===== src/brun_pkg.sv =====
package brun_pkg;

  localparam int FUNC_W = 2;
  localparam int IDX_W  = 10;
  localparam int LEN_W  = 11;
  localparam int CFG_W  = 8;
  localparam int BYTE_W = 8;
  localparam int SEL_W  = 3;

  localparam logic [CFG_W-1:0] CFG_RESET = 8'd128;

  typedef enum logic [FUNC_W-1:0] {
    FUNC_CLEAR = 2'd0,
    FUNC_TEST  = 2'd1,
    FUNC_SCAN  = 2'd2,
    FUNC_WRITE = 2'd3
  } func_t;

  typedef struct packed {
    logic load;
    logic sweep;
    logic sweep_all;
    logic scan_rd;
    logic bit_rd;
    logic bit_wr;
    logic test_latch;
    logic result;
  } ctl_cmd_t;

  typedef struct packed {
    logic sweep_last;
    logic scan_fin;
    logic reject;
    logic out_free;
  } dp_sts_t;

endpackage


===== src/brun_if.sv =====
interface brun_cmd_if;
  logic                        valid;
  logic                        ready;
  logic [brun_pkg::FUNC_W-1:0] func;
  logic [brun_pkg::IDX_W-1:0]  bit_index;
  logic [brun_pkg::LEN_W-1:0]  run_length;
  logic                        bit_value;

  modport source (output valid, func, bit_index, run_length, bit_value, input ready);
  modport sink (input valid, func, bit_index, run_length, bit_value, output ready);
endinterface

interface brun_rsp_if;
  logic                       valid;
  logic                       ready;
  logic                       found;
  logic [brun_pkg::IDX_W-1:0] start_index;
  logic                       bit_state;

  modport source (output valid, found, start_index, bit_state, input ready);
  modport sink (input valid, found, start_index, bit_state, output ready);
endinterface


===== src/brun_ram.sv =====
module brun_ram #(
  parameter int WIDTH = 8,
  parameter int DEPTH = 128
) (
  input  logic                                       clk,
  input  logic                                       we,
  input  logic [((DEPTH > 1) ? $clog2(DEPTH) : 1)-1:0] waddr,
  input  logic [WIDTH-1:0]                           wdata,
  input  logic [((DEPTH > 1) ? $clog2(DEPTH) : 1)-1:0] raddr,
  output logic [WIDTH-1:0]                           rdata
);

  logic [WIDTH-1:0] mem [DEPTH];

  always_ff @(posedge clk) begin
    if (we) begin
      mem[waddr] <= wdata;
    end
    rdata <= mem[raddr];
  end

endmodule


===== src/brun_ctrl.sv =====
module brun_ctrl (
  input  logic                        clk,
  input  logic                        rst,
  input  logic                        in_valid,
  input  logic [brun_pkg::FUNC_W-1:0] in_func,
  output logic                        in_ready,
  input  brun_pkg::dp_sts_t           sts,
  output brun_pkg::ctl_cmd_t          ctl
);

  typedef enum logic [8:0] {
    S_INIT     = 9'b000000001,
    S_IDLE     = 9'b000000010,
    S_CLEAR    = 9'b000000100,
    S_TEST_RD  = 9'b000001000,
    S_TEST_LAT = 9'b000010000,
    S_SCAN     = 9'b000100000,
    S_WR_RD    = 9'b001000000,
    S_WR_WR    = 9'b010000000,
    S_DONE     = 9'b100000000
  } state_t;

  state_t state, state_next;

  always_ff @(posedge clk) begin
    if (rst) begin
      state <= S_INIT;
    end else begin
      state <= state_next;
    end
  end

  always_comb begin
    state_next = state;
    ctl        = '0;
    case (state)
      S_INIT: begin
        ctl.sweep     = 1'b1;
        ctl.sweep_all = 1'b1;
        if (sts.sweep_last) begin
          state_next = S_IDLE;
        end
      end
      S_IDLE: begin
        if (in_valid) begin
          ctl.load = 1'b1;
          case (brun_pkg::func_t'(in_func))
            brun_pkg::FUNC_CLEAR: state_next = S_CLEAR;
            brun_pkg::FUNC_TEST:  state_next = S_TEST_RD;
            brun_pkg::FUNC_SCAN:  state_next = S_SCAN;
            default:              state_next = S_WR_RD;
          endcase
        end
      end
      S_CLEAR: begin
        ctl.sweep = 1'b1;
        if (sts.sweep_last) begin
          state_next = S_DONE;
        end
      end
      S_TEST_RD: begin
        ctl.bit_rd = 1'b1;
        state_next = S_TEST_LAT;
      end
      S_TEST_LAT: begin
        ctl.test_latch = 1'b1;
        state_next     = S_DONE;
      end
      S_SCAN: begin
        if (sts.reject || sts.scan_fin) begin
          state_next = S_DONE;
        end else begin
          ctl.scan_rd = 1'b1;
        end
      end
      S_WR_RD: begin
        ctl.bit_rd = 1'b1;
        state_next = S_WR_WR;
      end
      S_WR_WR: begin
        ctl.bit_wr = 1'b1;
        state_next = S_DONE;
      end
      S_DONE: begin
        if (sts.out_free) begin
          ctl.result = 1'b1;
          state_next = S_IDLE;
        end
      end
      default: begin
        state_next = S_INIT;
      end
    endcase
  end

  assign in_ready = (state == S_IDLE);

endmodule


===== src/brun_dp.sv =====
module brun_dp #(
  parameter int MAX_BYTES = 128
) (
  input  logic                        clk,
  input  logic                        rst,
  input  logic                        cfg_we,
  input  logic [brun_pkg::CFG_W-1:0]  cfg_wdata,
  input  logic [brun_pkg::IDX_W-1:0]  in_bit_index,
  input  logic [brun_pkg::LEN_W-1:0]  in_run_length,
  input  logic                        in_bit_value,
  input  brun_pkg::ctl_cmd_t          ctl,
  output brun_pkg::dp_sts_t           sts,
  output logic                        out_valid,
  input  logic                        out_ready,
  output logic                        out_found,
  output logic [brun_pkg::IDX_W-1:0]  out_start_index,
  output logic                        out_bit_state
);

  localparam int AW = (MAX_BYTES > 1) ? $clog2(MAX_BYTES) : 1;
  localparam int PW = AW + 1;
  localparam int HW = AW + brun_pkg::SEL_W;
  localparam logic [PW-1:0] ALL_LAST = PW'(MAX_BYTES - 1);

  logic [brun_pkg::CFG_W-1:0]  bytes_in_use;
  logic [brun_pkg::IDX_W-1:0]  idx_r;
  logic [brun_pkg::LEN_W-1:0]  len_r;
  logic                        val_r;
  logic [PW-1:0]               ptr;
  logic [PW-1:0]               last;
  logic                        reject;
  logic                        proc_valid;
  logic [AW-1:0]               proc_addr;
  logic [brun_pkg::LEN_W-1:0]  count;
  logic [brun_pkg::LEN_W-1:0]  count_next;
  logic                        hit;
  logic [brun_pkg::SEL_W-1:0]  hit_bit;
  logic [HW-1:0]               hit_pos;
  logic                        scan_fin;
  logic                        found_r;
  logic                        state_r;
  logic                        idx_out;
  logic [AW-1:0]               idx_addr;
  logic [brun_pkg::BYTE_W-1:0] bit_mask;
  logic [brun_pkg::BYTE_W-1:0] wr_byte;
  logic [brun_pkg::BYTE_W-1:0] rdata;
  logic                        ram_we;
  logic [AW-1:0]               ram_waddr;
  logic [brun_pkg::BYTE_W-1:0] ram_wdata;
  logic [AW-1:0]               ram_raddr;
  logic [31:0]                 start_calc;

  // managed byte count, clamped to 1..MAX_BYTES
  always_comb begin
    int unsigned n;
    logic [31:0] total;
    n = 32'(bytes_in_use);
    if (n == 0) begin
      n = 1;
    end
    if (n > MAX_BYTES) begin
      n = MAX_BYTES;
    end
    last   = PW'(n - 1);
    total  = n * 32'(brun_pkg::BYTE_W);
    reject = (len_r == '0) || (32'(len_r) > total);
  end

  assign idx_out  = 32'(idx_r[brun_pkg::IDX_W-1:brun_pkg::SEL_W]) >= 32'(MAX_BYTES);
  assign idx_addr = AW'(idx_r[brun_pkg::IDX_W-1:brun_pkg::SEL_W]);
  assign bit_mask = brun_pkg::BYTE_W'(1) << idx_r[brun_pkg::SEL_W-1:0];
  assign wr_byte  = val_r ? (rdata | bit_mask) : (rdata & ~bit_mask);

  assign ram_we    = ctl.sweep || (ctl.bit_wr && !idx_out);
  assign ram_waddr = ctl.sweep ? ptr[AW-1:0] : idx_addr;
  assign ram_wdata = ctl.sweep ? '0 : wr_byte;
  assign ram_raddr = ctl.bit_rd ? idx_addr : ptr[AW-1:0];

  brun_ram #(
    .WIDTH (brun_pkg::BYTE_W),
    .DEPTH (MAX_BYTES)
  ) u_ram (
    .clk   (clk),
    .we    (ram_we),
    .waddr (ram_waddr),
    .wdata (ram_wdata),
    .raddr (ram_raddr),
    .rdata (rdata)
  );

  // run counting over the eight bits of one byte, LSB first
  always_comb begin
    count_next = count;
    hit        = 1'b0;
    hit_bit    = '0;
    for (int k = 0; k < brun_pkg::BYTE_W; k++) begin
      if (!hit) begin
        if (!rdata[k]) begin
          count_next = count_next + 1'b1;
          if (count_next == len_r) begin
            hit     = 1'b1;
            hit_bit = brun_pkg::SEL_W'(k);
          end
        end else begin
          count_next = '0;
        end
      end
    end
  end

  always_ff @(posedge clk) begin
    if (rst) begin
      bytes_in_use <= brun_pkg::CFG_RESET;
    end else if (cfg_we) begin
      bytes_in_use <= cfg_wdata;
    end
  end

  always_ff @(posedge clk) begin
    if (rst) begin
      ptr        <= '0;
      proc_valid <= 1'b0;
      scan_fin   <= 1'b0;
    end else if (ctl.load) begin
      ptr        <= '0;
      proc_valid <= 1'b0;
      scan_fin   <= 1'b0;
    end else begin
      if (ctl.sweep || ctl.scan_rd) begin
        ptr <= ptr + 1'b1;
      end
      proc_valid <= ctl.scan_rd && (ptr <= last);
      if (proc_valid && !scan_fin && (hit || (proc_addr == last[AW-1:0]))) begin
        scan_fin <= 1'b1;
      end
    end
  end

  always_ff @(posedge clk) begin
    proc_addr <= ptr[AW-1:0];
    if (ctl.load) begin
      idx_r   <= in_bit_index;
      len_r   <= in_run_length;
      val_r   <= in_bit_value;
      count   <= '0;
      found_r <= 1'b0;
      state_r <= 1'b0;
    end else begin
      if (proc_valid && !scan_fin) begin
        count <= count_next;
        if (hit) begin
          found_r <= 1'b1;
          hit_pos <= {proc_addr, hit_bit};
        end
      end
      if (ctl.test_latch) begin
        state_r <= !idx_out && rdata[idx_r[brun_pkg::SEL_W-1:0]];
      end
    end
  end

  assign start_calc = 32'(hit_pos) + 32'd1 - 32'(len_r);

  always_ff @(posedge clk) begin
    if (rst) begin
      out_valid <= 1'b0;
    end else if (ctl.result) begin
      out_valid <= 1'b1;
    end else if (out_ready) begin
      out_valid <= 1'b0;
    end
  end

  always_ff @(posedge clk) begin
    if (ctl.result) begin
      out_found       <= found_r;
      out_start_index <= found_r ? start_calc[brun_pkg::IDX_W-1:0] : '0;
      out_bit_state   <= state_r;
    end
  end

  assign sts = '{
    sweep_last: (ptr == (ctl.sweep_all ? ALL_LAST : last)),
    scan_fin:   scan_fin,
    reject:     reject,
    out_free:   (!out_valid || out_ready)
  };

`ifndef SYNTH
  a_cmd_excl: assert property (@(posedge clk) disable iff (rst)
    $onehot0({ctl.sweep, ctl.scan_rd, ctl.bit_rd, ctl.bit_wr, ctl.test_latch, ctl.result}))
    else $error("datapath commands overlap");

  a_no_found_start: assert property (@(posedge clk) disable iff (rst)
    out_valid && !out_found |-> out_start_index == '0)
    else $error("start index set without a found run");

  a_found_no_bit: assert property (@(posedge clk) disable iff (rst)
    out_valid && out_found |-> !out_bit_state)
    else $error("scan result carries a bit state");

  a_result_free: assert property (@(posedge clk) disable iff (rst)
    ctl.result |-> !out_valid || out_ready)
    else $error("result loaded over an untaken one");
`endif

endmodule


===== src/bitmap_run_allocator.sv =====
// Bitmap run allocator: keeps a bitmap of MAX_BYTES bytes, one bit per unit
// (0 free, 1 used), bit 0 being the LSB of byte 0.
// cmd channel (valid/ready): func selects clear, test bit, scan for run, or
// write bit. rsp channel (valid/ready): one transfer per command with found,
// start_index and bit_state.
// cfg_we/cfg_wdata write bytes_in_use (reset 128), the number of bytes that
// clear and scan cover; write it only while no command is in flight.
// One command is worked at a time. Test reads the byte and latches the bit;
// write reads the byte and writes it back with the bit changed; clear zeroes
// the managed bytes; scan reads one bitmap byte per cycle through the single
// RAM read port, and a run that cannot fit ends the scan with no read.
// cmd.ready returns in the same cycle the result appears on rsp.
// A held rsp (rsp.ready low) keeps the result; the next command is taken and
// worked but its result waits until the register is free.
// Reset (rst, synchronous) starts a clearing pass that zeroes the whole
// bitmap, one byte per cycle; cmd.ready stays low meanwhile.
module bitmap_run_allocator #(
  parameter int MAX_BYTES = 128
) (
  input  logic                       clk,
  input  logic                       rst,
  brun_cmd_if.sink                   cmd,
  brun_rsp_if.source                 rsp,
  input  logic                       cfg_we,
  input  logic [brun_pkg::CFG_W-1:0] cfg_wdata
);

  brun_pkg::ctl_cmd_t ctl;
  brun_pkg::dp_sts_t  sts;

  brun_ctrl u_ctrl (
    .clk      (clk),
    .rst      (rst),
    .in_valid (cmd.valid),
    .in_func  (cmd.func),
    .in_ready (cmd.ready),
    .sts      (sts),
    .ctl      (ctl)
  );

  brun_dp #(
    .MAX_BYTES (MAX_BYTES)
  ) u_dp (
    .clk             (clk),
    .rst             (rst),
    .cfg_we          (cfg_we),
    .cfg_wdata       (cfg_wdata),
    .in_bit_index    (cmd.bit_index),
    .in_run_length   (cmd.run_length),
    .in_bit_value    (cmd.bit_value),
    .ctl             (ctl),
    .sts             (sts),
    .out_valid       (rsp.valid),
    .out_ready       (rsp.ready),
    .out_found       (rsp.found),
    .out_start_index (rsp.start_index),
    .out_bit_state   (rsp.bit_state)
  );

endmodule


===== src/flat_wrapper.sv =====
// flat-port wrapper written by rule: the top's interface ports become plain ports
module bitmap_run_allocator_flat 
#(
  parameter int MAX_BYTES = 128
)
  (clk, rst, cfg_we, cfg_wdata, cmd_valid, cmd_func, cmd_bit_index, cmd_run_length, cmd_bit_value, cmd_ready, rsp_valid, rsp_found, rsp_start_index, rsp_bit_state, rsp_ready);
  brun_cmd_if cmd_i ();
  brun_rsp_if rsp_i ();
  input  logic clk;
  input  logic rst;
  input  logic cfg_we;
  input  logic [brun_pkg::CFG_W-1:0] cfg_wdata;
  input wire logic [$bits(cmd_i.valid)-1:0] cmd_valid;
  input wire logic [$bits(cmd_i.func)-1:0] cmd_func;
  input wire logic [$bits(cmd_i.bit_index)-1:0] cmd_bit_index;
  input wire logic [$bits(cmd_i.run_length)-1:0] cmd_run_length;
  input wire logic [$bits(cmd_i.bit_value)-1:0] cmd_bit_value;
  output wire logic [$bits(cmd_i.ready)-1:0] cmd_ready;
  output wire logic [$bits(rsp_i.valid)-1:0] rsp_valid;
  output wire logic [$bits(rsp_i.found)-1:0] rsp_found;
  output wire logic [$bits(rsp_i.start_index)-1:0] rsp_start_index;
  output wire logic [$bits(rsp_i.bit_state)-1:0] rsp_bit_state;
  input wire logic [$bits(rsp_i.ready)-1:0] rsp_ready;
  assign cmd_i.valid = cmd_valid;
  assign cmd_i.func = cmd_func;
  assign cmd_i.bit_index = cmd_bit_index;
  assign cmd_i.run_length = cmd_run_length;
  assign cmd_i.bit_value = cmd_bit_value;
  assign cmd_ready = cmd_i.ready;
  assign rsp_valid = rsp_i.valid;
  assign rsp_found = rsp_i.found;
  assign rsp_start_index = rsp_i.start_index;
  assign rsp_bit_state = rsp_i.bit_state;
  assign rsp_i.ready = rsp_ready;
  bitmap_run_allocator #(.MAX_BYTES(MAX_BYTES)) u_core (.clk(clk), .rst(rst), .cmd(cmd_i), .rsp(rsp_i), .cfg_we(cfg_we), .cfg_wdata(cfg_wdata));
endmodule

===== config.mk =====
export PLATFORM = sky130hd
export DESIGN_NAME = bitmap_run_allocator_flat
export DESIGN_NICKNAME = d
export VERILOG_FILES = /design/src/brun_pkg.sv /design/src/brun_if.sv /design/src/brun_ram.sv /design/src/brun_ctrl.sv /design/src/brun_dp.sv /design/src/bitmap_run_allocator.sv /design/src/flat_wrapper.sv
export SDC_FILE = /design/constraint.sdc
export NUM_CORES = 2
export LEC_CHECK = 0
export BUFFER_PORTS_ARGS = -buffer_cell sky130_fd_sc_hd__buf_2
export CELL_PAD_IN_SITES_DETAIL_PLACEMENT = 0
export CELL_PAD_IN_SITES_GLOBAL_PLACEMENT = 2
export CORE_UTILIZATION = 50
export CTS_BUF_LIST = sky130_fd_sc_hd__clkbuf_8
export CTS_CLUSTER_DIAMETER = 100
export DETAILED_ROUTE_END_ITERATION = 6
export GPL_TIMING_DRIVEN = 0
export PLACE_DENSITY_LB_ADDON = 0.1
export SLEW_MARGIN = 20
export SYNTH_ARGS = -nofsm -noshare
export SYNTH_HDL_FRONTEND = slang
export SYNTH_SLANG_ARGS = --single-unit
export TNS_END_PERCENT = 20

===== constraint.sdc =====
create_clock -name clk -period 26.4 [get_ports clk]
set_input_delay 2.64 -clock clk [delete_from_list [all_inputs] [get_ports clk]]
set_output_delay 2.64 -clock clk [all_outputs]
set_load 0.005 [all_outputs]

==> results by group <==
Power and ir drop
  • Clock share of power: 0.240
  • Comb power frac: 0.392
  • Pwr Density: 99.2 mW/mm2
  • Leakage: 19.9 nW
  • Sw frac: 0.411
  • Maximum vdd drop: 0.0620 mV
  • Seq pwr share: 0.368
  • Total power: 5.97 mW
  • Pint: 3.52 mW
  • Switching pwr: 2.45 mW

GRT
  • First-pass GRT wire length: 265 mm
  • Vias in the first global route: 38300
  • Initial antenna violation count: 3
  • Largest net degree at the start of global routing: 41
  • All-Layer GR Usage: 0.342
  • Gr ovfl total: 0

Drt
  • Detailed Route WL: 187 mm
  • ANT nets after route: 0
  • Initial drt markers: 4682
  • DR vias/cell: 6.40
  • Detailed Routing Iterations Pass 1: 7
  • Routed len/inst: 29.5 um
  • Via count: 40600
  • # DRC: 4

Place
  • Post-DP HPWL: 136 mm
  • Port bufs: 49
  • GPL Wtd Cong: 0.937
  • DP Area: 0.0568 mm2

Clock tree
  • Cts bufs inserted: 181
  • Clock insertion delay at the later pin of the skew report: 0.92 ns
  • CTS Buffer Depth: 3
  • Post_cts resized: 0
  • CTS tree: yes
  • Setup Buffers After CTS: 0
  • H-tree levels: 4
  • Hold buffers post-CTS: 0
  • Num Clock Sinks: 1124
  • Root buf cell: clkbuf_8
  • Clock Pin Slew Worst Setup and Hold Paths: 0.07 ns

Synthesis
  • Post-synthesis mux area share: 0.00922
  • Post-synth EDFFs: 1068
  • Synth Flop Type: edfxtp_1
  • Flops & latches, synth: 1124
  • Synth cell types: 124
  • Post-synthesis cell area: 0.0536 mm2
  • Post-synthesis simple-gate area fraction: 0.151
  • Largest area contributor in the netlist: edfxtp_1
  • Dominant cells by area after synthesis: edfxtp_1, a211oi_1, nand2_1, and2_1, a311oi_1
  • Synthesis Warnings: 0
  • Post-synthesis sequential area ratio: 0.619
  • XOR/XNOR Fraction of Synth Area: 0.0229
  • Adder-Cell Fraction of Synth Area: 0.0104
  • Mean post-synth cell area: 11.8 um2
  • Post-synthesis compound-gate area fraction: 0.159
  • Synth Instances: 4533
  • Combinational family with the most area after synthesis: compound AO/OA/AOI/OAI gates
  • Syn_nets: 4614
  • Post-synth top area share: 0.598
  • FFs w/ async S/R, synth: 0

Critical path
  • Crit Reg-Reg Startpoint: u_core.u_dp.count[1]
  • Type of origin of the critical path: flop
  • Worst EP arrival: 14.97 ns
  • R2R depth: 45
  • Flop2flop setup slack: 11.92 ns
  • CP startpoint: u_core.u_dp.count[1]
  • CP endpoint kind: flop
  • Crit-path max FO: 10
  • Crit-path max cell delay: 0.77 ns
  • CP endpoint: u_core.u_dp.hit_pos[7]
  • FF-to-FF End: u_core.u_dp.hit_pos[7]
  • Slowest stage cell on the critical path: a211oi_2
  • CP required: 26.88 ns
  • Worst setup path class: flop to flop
  • CP dominant cell by count: ha_1

Floorplan
  • Die Ht: 330 um
  • I/O pin total: 51
  • Die Wd: 330 um
  • Area of the core: 0.106 mm2
  • Die area: 0.109 mm2
  • Initial cell density of the core: 0.507
  • Row Count: 119

Final layout
  • Final instance area: 0.0602 mm2
  • Core Util, Final: 0.568
  • Nets: 4893
  • Area growth syn-to-layout: 12.2%
  • Layout cell share with drive strength beyond 1: 0.0967

Timing
  • RSZ-0062 raised after global routing: no
  • Fin crit share: 0.549
  • Slew HR: 0.170
  • Clock Skew: 0.0758 ns
  • Max Clk Rate: 0.0690 GHz
  • Hold Vio Cnt, Final: 0
  • Final setup vio count: 0
  • Hold WS: 0.396 ns
  • Fin. max-slew vios: 0
  • Worst-margin pin slew: 1.23 ns
  • Min Tclk post-route: 14.48 ns
  • Fin Setup TNS: 0 ns

Hold path
  • Worst min path class: flop to flop

Outcome
  • Status: finished with violations
  • Failing checks: design-rule violations

Job
  • Max-cap viol count: 0
-- how the worst min path moves through the flow --
stage,start,end,slack (ns),depth (start not counted)
after floorplan,u_core.u_dp.ptr[0],u_core.u_dp.proc_addr[0],0.35,0
after global placement,u_core.u_dp.ptr[0],u_core.u_dp.proc_addr[0],0.38,0
after detailed placement,u_core.u_dp.ptr[0],u_core.u_dp.proc_addr[0],0.38,0
after CTS,u_core.u_dp.ptr[6],u_core.u_dp.proc_addr[6],0.40,0
after global routing,u_core.u_dp.ptr[0],u_core.u_dp.proc_addr[0],0.40,0
final,u_core.u_dp.ptr[6],u_core.u_dp.proc_addr[6],0.40,0
-- layer usage --
layer / routed length (um) / global-route usage
met5: 133 / 0.00783
met4: 9110 / 0.164
met3: 17200 / 0.0644
met2: 85500 / 0.533
met1: 75200 / 0.463
-- cell usage after synthesis, drive strengths merged (43+ instances only) --
library cell and n:
ha 43, nand3 66, buf 45, edfxtp 1068
xnor2 97, a311oi 136, a31oi 153, a21oi 196
nor2 283, a211oi 397, and2 280, o21ai 82
inv 44, dfxtp 56, nor3 73, nor4 53
clkbuf 287, nand2 624
-- metrics by stage --
step / instances / worst slack [ns]
3_5_place_dp: 6020 / 12.08
3_3_place_gp: 5973 / 12.11
5_1_grt: 6348 / 11.04
4_1_cts: 6347 / 12.03
6_report: 6348 / 11.92
2_1_floorplan: 4533 / 15.30
-- cells in the final DEF, fill, tap and decap left out, drive strengths merged, types with 97 or more instances in the layout --
master | Yosys | routed
edfxtp | 1068 | 1068
clkbuf | 287 | 473
a21oi | 196 | 196
nor2 | 283 | 283
and2 | 280 | 280
nand2 | 624 | 624
buf | 45 | 141
a311oi | 136 | 136
a31oi | 153 | 153
xnor2 | 97 | 97
a211oi | 397 | 397
inv | 44 | 109
-- power by group through the flow --
stage	registers [mW]	clock network, mW	logic, mW
after detailed placement	2.23	0	2.27
after global placement	2.30	0	2.11
after floorplan	2.24	0	1.21
after CTS	2.19	1.44	2.28
final	2.20	1.43	2.34
after global routing	2.20	1.52	2.43
-- cell type report --
type	count	area, um2
multi-input combinational	3029	19000
tap	1391	1740
antenna	1	2.50
fill	9008	45700
clock buffer	186	2560
sequential	1124	33200
timing repair buffer	96	1310
clock inverter	141	840
inverter	48	180
buffer	332	1360
-- critical path, delay by kind of cell, from the launching register on --
| kind | cells | cell delay (ns) |
|---|---|---|
| xor gates and xnor gates | 3 | 1.03 |
| AOI/OAI and AO/OA | 10 | 3.20 |
| DFF | 1 | 0.41 |
| and+or+nand+nor | 21 | 6.39 |
| buffers and inverters | 7 | 2.02 |
| adders and majority gates | 4 | 1.01 |
-- kinds of logic (layout without fill, tap and decap cells) --
logic type | Yosys count | after routing
compound gates | 1183 | 1183
buf+inv | 380 | 803
mux | 45 | 45
xor+xnor | 130 | 130
flops | 1124 | 1124
simple gates | 1626 | 1626
fa+ha+maj | 44 | 44
other cells | 1 | 2
-- flip-flops by register name, indices dropped and copies added (netlist names), 8 cells and up --
signal / count
u_core.u_dp.u_ram.rdata: 8
u_core.u_dp.bytes_in_use: 8
u_core.u_dp.len_r: 11
u_core.u_dp.count: 11
u_core.u_ctrl.state: 9
u_core.u_dp.u_ram.mem: 1024
u_core.u_dp.idx_r: 10
u_core.u_dp.out_start_index: 10
u_core.u_dp.hit_pos: 10
u_core.u_dp.ptr: 8
No activity file was read; power rests on OpenSTA's default activity.
